File: config.mk
export PLATFORM = sky130hd
export DESIGN_NAME = text_line_scroller_with_char_queue_top
export DESIGN_NICKNAME = d
export VERILOG_FILES = /design/src/rtl/txsc_pkg.sv /design/src/rtl/txsc_queue.sv /design/src/rtl/text_line_scroller_with_char_queue_top.sv
export VERILOG_INCLUDE_DIRS = /design/src /design/src/rtl
export SDC_FILE = /design/constraint.sdc
export NUM_CORES = 1
export LEC_CHECK = 0
export ABC_AREA = 1
export BUFFER_PORTS_ARGS = -buffer_cell sky130_fd_sc_hd__buf_2
export CORE_UTILIZATION = 44
export DETAILED_ROUTE_END_ITERATION = 10
export GPL_ROUTABILITY_DRIVEN = 0
export PLACE_DENSITY = 0.62
export SLEW_MARGIN = 20
export SYNTH_ARGS = -nofsm -noshare
export SYNTH_HDL_FRONTEND = slang
export SYNTH_SLANG_ARGS = --single-unit
File: constraint.sdc
create_clock -name clk_i -period 4.35 [get_ports clk_i]
set_input_delay 0.6525 -clock clk_i [delete_from_list [all_inputs] [get_ports clk_i]]
set_output_delay 0.6525 -clock clk_i [all_outputs]
set_load 0.005 [all_outputs]
File: src/rtl/text_line_scroller_with_char_queue_top_defines.svh
// assertion helpers for the top-level rtl
`ifndef TEXT_LINE_SCROLLER_WITH_CHAR_QUEUE_TOP_DEFINES_SVH
`define TEXT_LINE_SCROLLER_WITH_CHAR_QUEUE_TOP_DEFINES_SVH

// same-cycle implication, disabled in reset
`define TXSC_ASSERT_IMPL(label, ante, cons, msg) \
  label: assert property (@(posedge clk_i) disable iff (!rst_ni) (ante) |-> (cons)) \
    else $error(msg);

// next-cycle implication, disabled in reset
`define TXSC_ASSERT_NEXT(label, ante, cons, msg) \
  label: assert property (@(posedge clk_i) disable iff (!rst_ni) (ante) |=> (cons)) \
    else $error(msg);

`endif

File: src/rtl/txsc_pkg.sv
`default_nettype none

package txsc_pkg;

  localparam int QUEUE_DEPTH_DEF = 16;
  localparam int ROWS_DEF        = 3;
  localparam int MAX_COLUMNS_DEF = 16;

  localparam logic [7:0] SPACE_CODE = 8'd32;

  localparam logic [4:0] COLUMNS_RST    = 5'd13;
  localparam logic [5:0] ADVANCE_RST    = 6'd12;
  localparam logic [5:0] LINE_HEIGHT_RST = 6'd20;
  localparam logic [7:0] TEXT_TOP_RST   = 8'd19;

  localparam int CFG_IDX_W = 3;
  localparam logic [CFG_IDX_W-1:0] REG_COLUMNS     = 3'd0;
  localparam logic [CFG_IDX_W-1:0] REG_ADVANCE     = 3'd1;
  localparam logic [CFG_IDX_W-1:0] REG_LINE_HEIGHT = 3'd2;
  localparam logic [CFG_IDX_W-1:0] REG_TEXT_TOP    = 3'd3;

  typedef enum logic [1:0] {
    CMD_ENQUEUE = 2'd0,
    CMD_TICK    = 2'd1,
    CMD_CLEAR   = 2'd2,
    CMD_FLUSH   = 2'd3
  } txsc_cmd_e;

  typedef struct packed {
    logic push;
    logic pop;
    logic flush;
  } txsc_qctl_t;

endpackage

`default_nettype wire

File: src/rtl/txsc_queue.sv
`default_nettype none

module txsc_queue import txsc_pkg::*; #(
  parameter int QUEUE_DEPTH = QUEUE_DEPTH_DEF
) (
  input  wire logic       clk_i,
  input  wire logic       rst_ni,
  input  wire txsc_qctl_t ctl_i,
  input  wire logic [7:0] push_char_i,
  output logic            empty_o,
  output logic [7:0]      head_char_o
);

  localparam int QW  = $clog2(QUEUE_DEPTH);
  localparam int CTW = $clog2(QUEUE_DEPTH + 1);
  localparam logic [QW-1:0]  LAST_PTR = QW'(QUEUE_DEPTH - 1);
  localparam logic [CTW-1:0] FULL_CNT = CTW'(QUEUE_DEPTH);

  logic [7:0]     ring_mem [QUEUE_DEPTH];
  logic [7:0]     head_char_q;
  logic [QW-1:0]  head_q, tail_q, head_inc, tail_inc;
  logic [CTW-1:0] count_q;
  logic           full;

  assign head_inc    = (head_q == LAST_PTR) ? '0 : head_q + QW'(1);
  assign tail_inc    = (tail_q == LAST_PTR) ? '0 : tail_q + QW'(1);
  assign full        = (count_q == FULL_CNT);
  assign empty_o     = (count_q == '0);
  assign head_char_o = head_char_q;

  always_ff @(posedge clk_i) begin
    if (ctl_i.push) begin
      ring_mem[tail_q] <= push_char_i;
    end
    head_char_q <= ring_mem[head_q];
  end

  always_ff @(posedge clk_i or negedge rst_ni) begin
    if (!rst_ni) begin
      head_q  <= '0;
      tail_q  <= '0;
      count_q <= '0;
    end else if (ctl_i.flush) begin
      head_q  <= '0;
      tail_q  <= '0;
      count_q <= '0;
    end else if (ctl_i.push) begin
      tail_q <= tail_inc;
      // a full ring loses its oldest word
      if (full) begin
        head_q <= head_inc;
      end else begin
        count_q <= count_q + CTW'(1);
      end
    end else if (ctl_i.pop) begin
      head_q  <= head_inc;
      count_q <= count_q - CTW'(1);
    end
  end

endmodule

`default_nettype wire

File: src/rtl/text_line_scroller_with_char_queue_top.sv
// Character text console. Commands arrive on the slave stream (tuser: 0 enqueue a
// character, 1 tick, 2 clear all text, 3 flush queue and abort scroll); each drawn
// cell leaves on the master stream with its row, column, pixel position and code,
// tlast marking the final cell of a tick. Enqueue, clear and flush are handled in
// the idle state, and so is a tick that draws nothing; a tick that pops a character
// and starts a scroll passes through the pop state for the queue memory read. A tick
// that prints goes through the print state when a held character is printed, and
// through the pop and print states when one is popped from the queue. A redraw tick
// during a scroll walks every row: the cell memory has one read port with a
// registered output, so each row takes a read state and an emit state. The next
// command is taken while the last cell still sits in the output register; a slow
// consumer stalls the emit and print states. Rows scroll by moving a base pointer, and per-row
// fill counts make unwritten cells read as spaces, so there is no clearing pass
// after reset or clear.
`default_nettype none
`include "text_line_scroller_with_char_queue_top_defines.svh"

module text_line_scroller_with_char_queue_top import txsc_pkg::*; #(
  parameter int QUEUE_DEPTH = QUEUE_DEPTH_DEF,
  parameter int ROWS        = ROWS_DEF,
  parameter int MAX_COLUMNS = MAX_COLUMNS_DEF
) (
  input  wire logic                 clk_i,
  input  wire logic                 rst_ni,
  input  wire logic                 cfg_valid_i,
  output logic                      cfg_ready_o,
  input  wire logic [CFG_IDX_W-1:0] cfg_index_i,
  input  wire logic [7:0]           cfg_data_i,
  input  wire logic                 s_axis_tvalid,
  output logic                      s_axis_tready,
  input  wire logic [7:0]           s_axis_tdata,  // char_code
  input  wire logic [1:0]           s_axis_tuser,  // command
  output logic                      m_axis_tvalid,
  input  wire logic                 m_axis_tready,
  // cell_row[2:0], cell_column[6:3], pixel_x[16:7], pixel_y[26:17], glyph_code[34:27]
  output logic [39:0]               m_axis_tdata,
  output logic                      m_axis_tlast
);

  localparam int RW    = $clog2(ROWS);
  localparam int CW    = (MAX_COLUMNS > 1) ? $clog2(MAX_COLUMNS) : 1;
  localparam int NW    = $clog2(MAX_COLUMNS + 1);
  localparam int AW    = RW + CW;
  localparam int CELLS = ROWS * (2 ** CW);
  localparam logic [RW:0]   ROWS_N   = (RW + 1)'(ROWS);
  localparam logic [RW-1:0] LAST_ROW = RW'(ROWS - 1);
  localparam logic [7:0]    MAX_COLS8 = 8'(MAX_COLUMNS);

  typedef enum logic [2:0] {
    S_IDLE,
    S_READ,
    S_EMIT,
    S_POP,
    S_PRINT
  } state_e;

  function automatic logic [RW-1:0] phys_of(input logic [RW-1:0] base,
                                           input logic [RW-1:0] r);
    logic [RW:0] sum;
    sum = {1'b0, base} + {1'b0, r};
    if (sum >= ROWS_N) begin
      sum = sum - ROWS_N;
    end
    return sum[RW-1:0];
  endfunction

  // configuration registers
  logic [4:0] columns_q;
  logic [5:0] advance_q;
  logic [5:0] line_height_q;
  logic [7:0] text_top_q;

  state_e        state_q;
  logic [RW-1:0] base_q, active_q, row_q;
  logic [NW-1:0] cursor_q, redraw_q;
  logic [NW-1:0] fill_q [ROWS];
  logic          scrolling_q, held_valid_q;
  logic [7:0]    held_char_q, print_char_q;
  logic          out_valid_q, out_last_q;
  logic [39:0]   out_data_q;

  logic [7:0]    cells_mem [CELLS];
  logic [7:0]    cell_rd_q;
  logic [AW-1:0] rd_addr, wr_addr;
  logic          wr_en;

  txsc_qctl_t q_ctl;
  logic       q_empty;
  logic [7:0] q_char;

  txsc_cmd_e     cmd;
  logic          in_accept, out_free, load_out;
  logic [7:0]    cols8;
  logic [NW-1:0] eff_cols, redraw_inc;
  logic          line_full, on_last_row;
  logic [RW-1:0] act_phys, rd_phys, next_base;

  logic [RW-1:0] out_row;
  logic [NW-1:0] out_col;
  logic [7:0]    out_glyph;
  logic          out_last;
  logic [15:0]   px_full, py_full;

  assign cmd       = txsc_cmd_e'(s_axis_tuser);
  assign in_accept = s_axis_tvalid && s_axis_tready;
  assign out_free  = !out_valid_q || m_axis_tready;

  assign cfg_ready_o   = 1'b1;
  assign s_axis_tready = (state_q == S_IDLE);
  assign m_axis_tvalid = out_valid_q;
  assign m_axis_tdata  = out_data_q;
  assign m_axis_tlast  = out_last_q;

  // column count clamped to 1..MAX_COLUMNS
  always_comb begin
    cols8 = {3'b000, columns_q};
    if (cols8 == 8'd0) begin
      cols8 = 8'd1;
    end
    if (cols8 > MAX_COLS8) begin
      cols8 = MAX_COLS8;
    end
    eff_cols = NW'(cols8);
  end

  assign line_full   = (cursor_q >= eff_cols);
  assign on_last_row = (active_q == LAST_ROW);
  assign redraw_inc  = redraw_q + NW'(1);
  assign act_phys    = phys_of(base_q, active_q);
  assign rd_phys     = phys_of(base_q, row_q);
  assign next_base   = phys_of(base_q, RW'(1));

  assign rd_addr = {rd_phys, redraw_q[CW-1:0]};
  assign wr_addr = {act_phys, cursor_q[CW-1:0]};
  assign wr_en   = (state_q == S_PRINT) && out_free;
  assign load_out = out_free && ((state_q == S_EMIT) || (state_q == S_PRINT));

  always_ff @(posedge clk_i) begin
    if (wr_en) begin
      cells_mem[wr_addr] <= print_char_q;
    end
    cell_rd_q <= cells_mem[rd_addr];
  end

  always_comb begin
    q_ctl.push  = in_accept && (cmd == CMD_ENQUEUE) && (s_axis_tdata != 8'd0);
    q_ctl.flush = in_accept && ((cmd == CMD_CLEAR) || (cmd == CMD_FLUSH));
    q_ctl.pop   = in_accept && (cmd == CMD_TICK) && !scrolling_q && !held_valid_q
                  && !q_empty;
  end

  txsc_queue #(
    .QUEUE_DEPTH(QUEUE_DEPTH)
  ) u_queue (
    .clk_i       (clk_i),
    .rst_ni      (rst_ni),
    .ctl_i       (q_ctl),
    .push_char_i (s_axis_tdata),
    .empty_o     (q_empty),
    .head_char_o (q_char)
  );

  // cell word selection and pixel position
  always_comb begin
    if (state_q == S_EMIT) begin
      out_row   = row_q;
      out_col   = redraw_q;
      // cells past the fill count of their row are blank
      out_glyph = (redraw_q < fill_q[rd_phys]) ? cell_rd_q : SPACE_CODE;
      out_last  = (row_q == LAST_ROW);
    end else begin
      out_row   = active_q;
      out_col   = cursor_q;
      out_glyph = print_char_q;
      out_last  = 1'b1;
    end
    px_full = 16'(out_col) * 16'(advance_q);
    py_full = 16'(text_top_q) + 16'(out_row) * 16'(line_height_q);
  end

  always_ff @(posedge clk_i or negedge rst_ni) begin
    if (!rst_ni) begin
      columns_q     <= COLUMNS_RST;
      advance_q     <= ADVANCE_RST;
      line_height_q <= LINE_HEIGHT_RST;
      text_top_q    <= TEXT_TOP_RST;
    end else if (cfg_valid_i) begin
      unique case (cfg_index_i)
        REG_COLUMNS:     columns_q     <= cfg_data_i[4:0];
        REG_ADVANCE:     advance_q     <= cfg_data_i[5:0];
        REG_LINE_HEIGHT: line_height_q <= cfg_data_i[5:0];
        REG_TEXT_TOP:    text_top_q    <= cfg_data_i;
        default: ;
      endcase
    end
  end

  always_ff @(posedge clk_i or negedge rst_ni) begin
    if (!rst_ni) begin
      state_q      <= S_IDLE;
      base_q       <= '0;
      active_q     <= '0;
      row_q        <= '0;
      cursor_q     <= '0;
      redraw_q     <= '0;
      scrolling_q  <= 1'b0;
      held_valid_q <= 1'b0;
      held_char_q  <= '0;
      print_char_q <= '0;
      out_valid_q  <= 1'b0;
      out_last_q   <= 1'b0;
      out_data_q   <= '0;
      for (int i = 0; i < ROWS; i++) begin
        fill_q[i] <= '0;
      end
    end else begin
      if (m_axis_tvalid && m_axis_tready) begin
        out_valid_q <= 1'b0;
      end
      if (load_out) begin
        out_valid_q <= 1'b1;
        out_last_q  <= out_last;
        out_data_q  <= {5'b00000, out_glyph, py_full[9:0], px_full[9:0], 4'(out_col),
                        3'(out_row)};
      end

      unique case (state_q)
        S_IDLE: begin
          if (in_accept) begin
            unique case (cmd)
              CMD_ENQUEUE: ;
              CMD_TICK: begin
                if (scrolling_q) begin
                  if (redraw_q < eff_cols) begin
                    row_q   <= '0;
                    state_q <= S_READ;
                  end else begin
                    scrolling_q <= 1'b0;
                  end
                end else if (held_valid_q) begin
                  if (line_full && on_last_row) begin
                    // scroll again, the character stays held
                    cursor_q          <= '0;
                    base_q            <= next_base;
                    fill_q[base_q]    <= '0;
                    scrolling_q       <= 1'b1;
                    redraw_q          <= '0;
                  end else begin
                    if (line_full) begin
                      cursor_q <= '0;
                      active_q <= active_q + RW'(1);
                    end
                    held_valid_q <= 1'b0;
                    print_char_q <= held_char_q;
                    state_q      <= S_PRINT;
                  end
                end else if (!q_empty) begin
                  state_q <= S_POP;
                end
              end
              CMD_CLEAR: begin
                base_q       <= '0;
                active_q     <= '0;
                cursor_q     <= '0;
                scrolling_q  <= 1'b0;
                redraw_q     <= '0;
                held_valid_q <= 1'b0;
                held_char_q  <= '0;
                for (int i = 0; i < ROWS; i++) begin
                  fill_q[i] <= '0;
                end
              end
              CMD_FLUSH: begin
                scrolling_q  <= 1'b0;
                redraw_q     <= '0;
                held_valid_q <= 1'b0;
                held_char_q  <= '0;
              end
              default: ;
            endcase
          end
        end
        S_POP: begin
          held_char_q <= q_char;
          if (line_full && on_last_row) begin
            cursor_q       <= '0;
            base_q         <= next_base;
            fill_q[base_q] <= '0;
            scrolling_q    <= 1'b1;
            redraw_q       <= '0;
            held_valid_q   <= 1'b1;
            state_q        <= S_IDLE;
          end else begin
            if (line_full) begin
              cursor_q <= '0;
              active_q <= active_q + RW'(1);
            end
            print_char_q <= q_char;
            state_q      <= S_PRINT;
          end
        end
        S_PRINT: begin
          if (out_free) begin
            fill_q[act_phys] <= cursor_q + NW'(1);
            cursor_q         <= cursor_q + NW'(1);
            state_q          <= S_IDLE;
          end
        end
        S_READ: begin
          state_q <= S_EMIT;
        end
        S_EMIT: begin
          if (out_free) begin
            if (row_q == LAST_ROW) begin
              redraw_q <= redraw_inc;
              if (redraw_inc >= eff_cols) begin
                scrolling_q <= 1'b0;
              end
              state_q <= S_IDLE;
            end else begin
              row_q   <= row_q + RW'(1);
              state_q <= S_READ;
            end
          end
        end
        default: state_q <= S_IDLE;
      endcase
    end
  end

  `TXSC_ASSERT_IMPL(a_fill_tracks_cursor, 1'b1, fill_q[act_phys] == cursor_q, "row fill count lost the cursor")
  `TXSC_ASSERT_IMPL(a_scroll_on_last_row, scrolling_q, active_q == LAST_ROW, "scroll while not on last row")
  `TXSC_ASSERT_IMPL(a_print_has_room, state_q == S_PRINT, cursor_q < eff_cols, "print past line end")
  `TXSC_ASSERT_NEXT(a_clear_homes_cursor, in_accept && (cmd == CMD_CLEAR), (cursor_q == '0) && (active_q == '0) && !scrolling_q, "clear left cursor or scroll")

endmodule

`default_nettype wire

==> results.sh <==
export IMPL_crit_fanout=8
export IMPL_final_cells=3580
export IMPL_grtUsageTotal_pct=21.1
export IMPL_first_global_vias=19200
export IMPL_status="finished clean"
export IMPL_finalCritPeriodShare_pct=92.6
export IMPL_floorplan_io_pins=70
export IMPL_post_cts_hold_buffer_count=0
export IMPL_overflow=0
export IMPL_pin_count_of_the_biggest_net_entering_global_routing=193
export IMPL_pre_cts_slack_ns=0.171
export IMPL_synthDistinctLibCells=53
export IMPL_layout_setup_ws_ns=0.324
export IMPL_final_hpwl_from_detailed_placement_um=42400
export IMPL_clock_tree_htree_level_count=3
export IMPL_drtAntennaViolNets=0
export IMPL_gr_usage_met3_pct=3.90
export IMPL_port_buffer_count=61
export IMPL_cts_buffers=71
export IMPL_n_antenna_cell=0
export IMPL_timing_critical_path_to_type="flip-flop"
export IMPL_final_max_slew_viol_count=0
export IMPL_global_route_usage_met1_pct=28.9
export IMPL_timing_slew_headroom_pct=25.3
export IMPL_drt_first_pass_iters=6
export IMPL_layout_drive_gt1_share_pct=10.1
export IMPL_hold_path_class="in -> async"
export IMPL_timing_fmax_mhz=248
export IMPL_postSynthRegisterBits=653
export IMPL_drc=0
export IMPL_drv_max_cap_violation_count=0
export IMPL_report_final_hold_viol_count=0
export IMPL_nFillCells=5718
export IMPL_yosys_warnings=0
export IMPL_period_minus_slack_ns=4.03
export IMPL_core_area_sq_mm=0.0647
export IMPL_sequential_fraction_of_the_synthesis_area_pct=65.2
export IMPL_numPlacedInstances=3447
export IMPL_cellPowerDensity_mw_per_mm2=672
export IMPL_cp_data_arrival_time_ns=4.49
export IMPL_floorplan_initialDensity_pct=44.6
export IMPL_detail_route_iter0_violations=1879
export IMPL_num_clock_sinks=653
export IMPL_setup_viol=0
export IMPL_row_count=93
export IMPL_async_reset_ff_share_pct=19.1
export IMPL_worst_setup_hold_path_clk_slew_ns=0.06
export IMPL_syn_area_per_cell_sq_um=11.0
export IMPL_drt_vias_per_instance=5.49
export IMPL_wire_length_of_the_first_global_routing_pass_um=109000
export IMPL_post_drt_wl_per_cell_um=19.7
export IMPL_syn_cell_area_sq_mm=0.0289
export IMPL_synthCells=2621
export IMPL_vdd_ir_drop_worst_mv=0.399
export IMPL_ctsLongestPathBuffers=3
export IMPL_die_w_um=258
export IMPL_design_die_area_sq_mm=0.0667
export IMPL_cts_tree="done"
export IMPL_detailroute_via_count=19600
export IMPL_max_slew_worst_pin_slew_ns=1.12
export IMPL_p_leak_nw=12.3
export IMPL_synth_edf_count=512
export IMPL_clkLatencyLatePin_ns=0.61
export IMPL_synthToLayoutAreaGrowth_pct=12.1
export IMPL_synthFlopType="sky130_fd_sc_hd__edfxtp_1"
export IMPL_antenna_violations_before_repair=0
export IMPL_worst_skew_ns=0.0336
export IMPL_critical_setup_path_class="reg -> reg"
export IMPL_setup_worst_path_start_class="flip-flop"
export IMPL_cp_data_required_time_ns=4.82
export IMPL_ctsRootBufferMaster="sky130_fd_sc_hd__clkbuf_16"
export IMPL_gr_max_usage_layer="met2"
export IMPL_y_dimension_of_the_die_um=258
export IMPL_grt_util_met2_pct=33.9
export IMPL_drt_wl_total_um=70600
export IMPL_layout_nets=2780
export IMPL_hold_ws_ns=0.116
## cell usage after synthesis, types with 3 or more instances
cell type | n | area share, %
sky130_fd_sc_hd__o22ai_1 | 21 | 0.45
sky130_fd_sc_hd__buf_6 | 5 | 0.19
sky130_fd_sc_hd__a2bb2oi_1 | 3 | 0.091
sky130_fd_sc_hd__a221oi_1 | 10 | 0.30
sky130_fd_sc_hd__nand4_1 | 10 | 0.22
sky130_fd_sc_hd__inv_2 | 15 | 0.19
sky130_fd_sc_hd__buf_2 | 28 | 0.49
sky130_fd_sc_hd__o21ai_0 | 328 | 5.7
sky130_fd_sc_hd__dfxtp_1 | 16 | 1.1
sky130_fd_sc_hd__ha_1 | 66 | 2.9
sky130_fd_sc_hd__o221ai_1 | 37 | 1.1
sky130_fd_sc_hd__nor2_4 | 8 | 0.31
sky130_fd_sc_hd__buf_1 | 7 | 0.091
sky130_fd_sc_hd__nand2_1 | 355 | 4.6
sky130_fd_sc_hd__nand3_2 | 3 | 0.10
sky130_fd_sc_hd__o211ai_1 | 69 | 1.8
sky130_fd_sc_hd__nand2_4 | 3 | 0.12
sky130_fd_sc_hd__a21oi_2 | 4 | 0.12
sky130_fd_sc_hd__nor3_1 | 3 | 0.052
sky130_fd_sc_hd__xor2_1 | 17 | 0.52
sky130_fd_sc_hd__clkbuf_1 | 80 | 1.0
sky130_fd_sc_hd__buf_4 | 12 | 0.31
sky130_fd_sc_hd__nand3_1 | 119 | 2.1
sky130_fd_sc_hd__dfstp_2 | 10 | 0.91
sky130_fd_sc_hd__fa_1 | 20 | 1.4
sky130_fd_sc_hd__edfxtp_1 | 512 | 53
sky130_fd_sc_hd__o21ai_1 | 24 | 0.42
sky130_fd_sc_hd__inv_1 | 168 | 2.2
sky130_fd_sc_hd__nor2_2 | 4 | 0.087
sky130_fd_sc_hd__a31oi_1 | 6 | 0.13
sky130_fd_sc_hd__a21oi_1 | 76 | 1.3
sky130_fd_sc_hd__nor2_1 | 432 | 5.6
sky130_fd_sc_hd__clkinv_1 | 4 | 0.052
sky130_fd_sc_hd__dfrtp_1 | 115 | 10
sky130_fd_sc_hd__xnor2_1 | 4 | 0.12
sky130_fd_sc_hd__nand2_2 | 6 | 0.13
## critical path, stage by stage, from the launching register on
cell                      delay [ns]
sky130_fd_sc_hd__dfrtp_2        0.45
sky130_fd_sc_hd__nor2_4         0.17
sky130_fd_sc_hd__nand2_4        0.10
sky130_fd_sc_hd__o21ai_0        0.25
sky130_fd_sc_hd__inv_1          0.11
sky130_fd_sc_hd__nand2_1        0.10
sky130_fd_sc_hd__fa_1           0.42
sky130_fd_sc_hd__fa_1           0.52
sky130_fd_sc_hd__fa_1           0.55
sky130_fd_sc_hd__inv_1          0.04
sky130_fd_sc_hd__ha_1           0.34
sky130_fd_sc_hd__a21oi_1        0.15
sky130_fd_sc_hd__nand2_1        0.11
sky130_fd_sc_hd__nand2_1        0.10
sky130_fd_sc_hd__nand2_1        0.06
sky130_fd_sc_hd__a21oi_1        0.17
sky130_fd_sc_hd__xor2_1         0.16
sky130_fd_sc_hd__o21ai_1        0.07
## routing by layer
| metal | vias up | wire length (um) |
|---|---|---|
| li1 | 9266 | - |
| met1 | 9621 | 30500 |
| met2 | 616 | 33300 |
| met3 | 135 | 4530 |
| met4 | 0 | 2200 |
| met5 | - | 0 |
## flip-flops by register name (all words and copies together) (netlist names), 8 cells and up
signal and flops:
held_char_q 8, u_queue.ring_mem 128, fill_q 15, cells_mem 384, m_axis_tdata 33, text_top_q 8, u_queue.head_char_o 8, cell_rd_q 8
print_char_q 8
## cells in the final DEF, fill, tap and decap left out, types with 9 or more instances in the layout
cell / synthesis / routed
sky130_fd_sc_hd__clkbuf_16: 0 / 74
sky130_fd_sc_hd__inv_2: 15 / 14
sky130_fd_sc_hd__edfxtp_1: 512 / 512
sky130_fd_sc_hd__nand3_1: 119 / 119
sky130_fd_sc_hd__o21ai_0: 328 / 326
sky130_fd_sc_hd__buf_2: 28 / 60
sky130_fd_sc_hd__nand4_1: 10 / 10
sky130_fd_sc_hd__dfxtp_1: 16 / 16
sky130_fd_sc_hd__o21ai_1: 24 / 26
sky130_fd_sc_hd__clkinv_2: 1 / 10
sky130_fd_sc_hd__a221oi_1: 10 / 10
sky130_fd_sc_hd__o22ai_1: 21 / 21
sky130_fd_sc_hd__a21oi_1: 76 / 76
sky130_fd_sc_hd__dfrtp_1: 115 / 103
sky130_fd_sc_hd__inv_1: 168 / 168
sky130_fd_sc_hd__clkbuf_1: 80 / 23
sky130_fd_sc_hd__nand2_1: 355 / 355
sky130_fd_sc_hd__o221ai_1: 37 / 37
sky130_fd_sc_hd__xor2_1: 17 / 17
sky130_fd_sc_hd__buf_4: 12 / 37
sky130_fd_sc_hd__fa_1: 20 / 20
sky130_fd_sc_hd__dfrtp_2: 0 / 9
sky130_fd_sc_hd__dfstp_2: 10 / 10
sky130_fd_sc_hd__clkinv_1: 4 / 12
sky130_fd_sc_hd__o211ai_1: 69 / 69
sky130_fd_sc_hd__ha_1: 66 / 65
sky130_fd_sc_hd__nor2_1: 432 / 432
## through the flow
step / utilization [%] / total power, mW / area, sq um / TNS, ns
final: 50.1 / 21.8 / 32400 / 0
after floorplan: - / 13.2 / 28900 / 0
after global routing: 50.1 / 23.1 / 32400 / -0.0402
after global placement: 46.4 / 15.5 / 30000 / 0
after detailed placement: 46.4 / 15.7 / 30000 / 0
after CTS: 50.0 / 21.8 / 32300 / 0
## report_power, final
| part | switching (mW) | internal, mW | total (mW) |
|---|---|---|---|
| logic | 4.93 | 2.12 | 7.05 |
| clock network | 2.49 | 3.58 | 6.07 |
| registers | 0.882 | 7.78 | 8.66 |
| total | 8.30 | 13.5 | 21.8 |
## worst paths after layout
kind	from	end	slack, ns	cells after the start
worst max-delay path	state_q[2]	m_axis_tdata[14]	0.32	17
worst min-delay path	rst_ni	m_axis_tdata[3]	0.12	1
worst max register to register	state_q[2]	m_axis_tdata[14]	0.32	17
worst min register to register	u_queue.head_char_o[7]	held_char_q[7]	0.46	2
max in group asynchronous	rst_ni	print_char_q[7]	3.35	2
min in group clk_i	m_axis_tready	m_axis_tvalid	0.26	2
## repair_timing
item | in CTS | in global routing
setup endpoints to repair | 0 | 2
resized for setup | 0 | 4
setup buffers | 0 | 3
## layout make-up
type	count	area (sq um)	area share, %
clock buffers	97	1940	5.98
clock inverters	33	412	1.27
inverters	188	709	2.19
multi-input cells	1654	8760	27.1
flip-flops and latches	653	18900	58.2
well taps	855	1070	3.30
repair buffers	100	638	1.97
## logic make-up (layout without fill, tap and decap cells)
logic type	Yosys count	in the layout	share of synthesized area (%)
buf+inv	320	418	4.57
compound gates	586	586	11.7
fa+ha+maj	86	86	4.25
other cells	2	8	0.0260
simple gates	951	951	13.5
xor+xnor	21	21	0.637
mux	2	2	0.0780
flops	653	653	65.2
(Power assumes the default switching activity.)
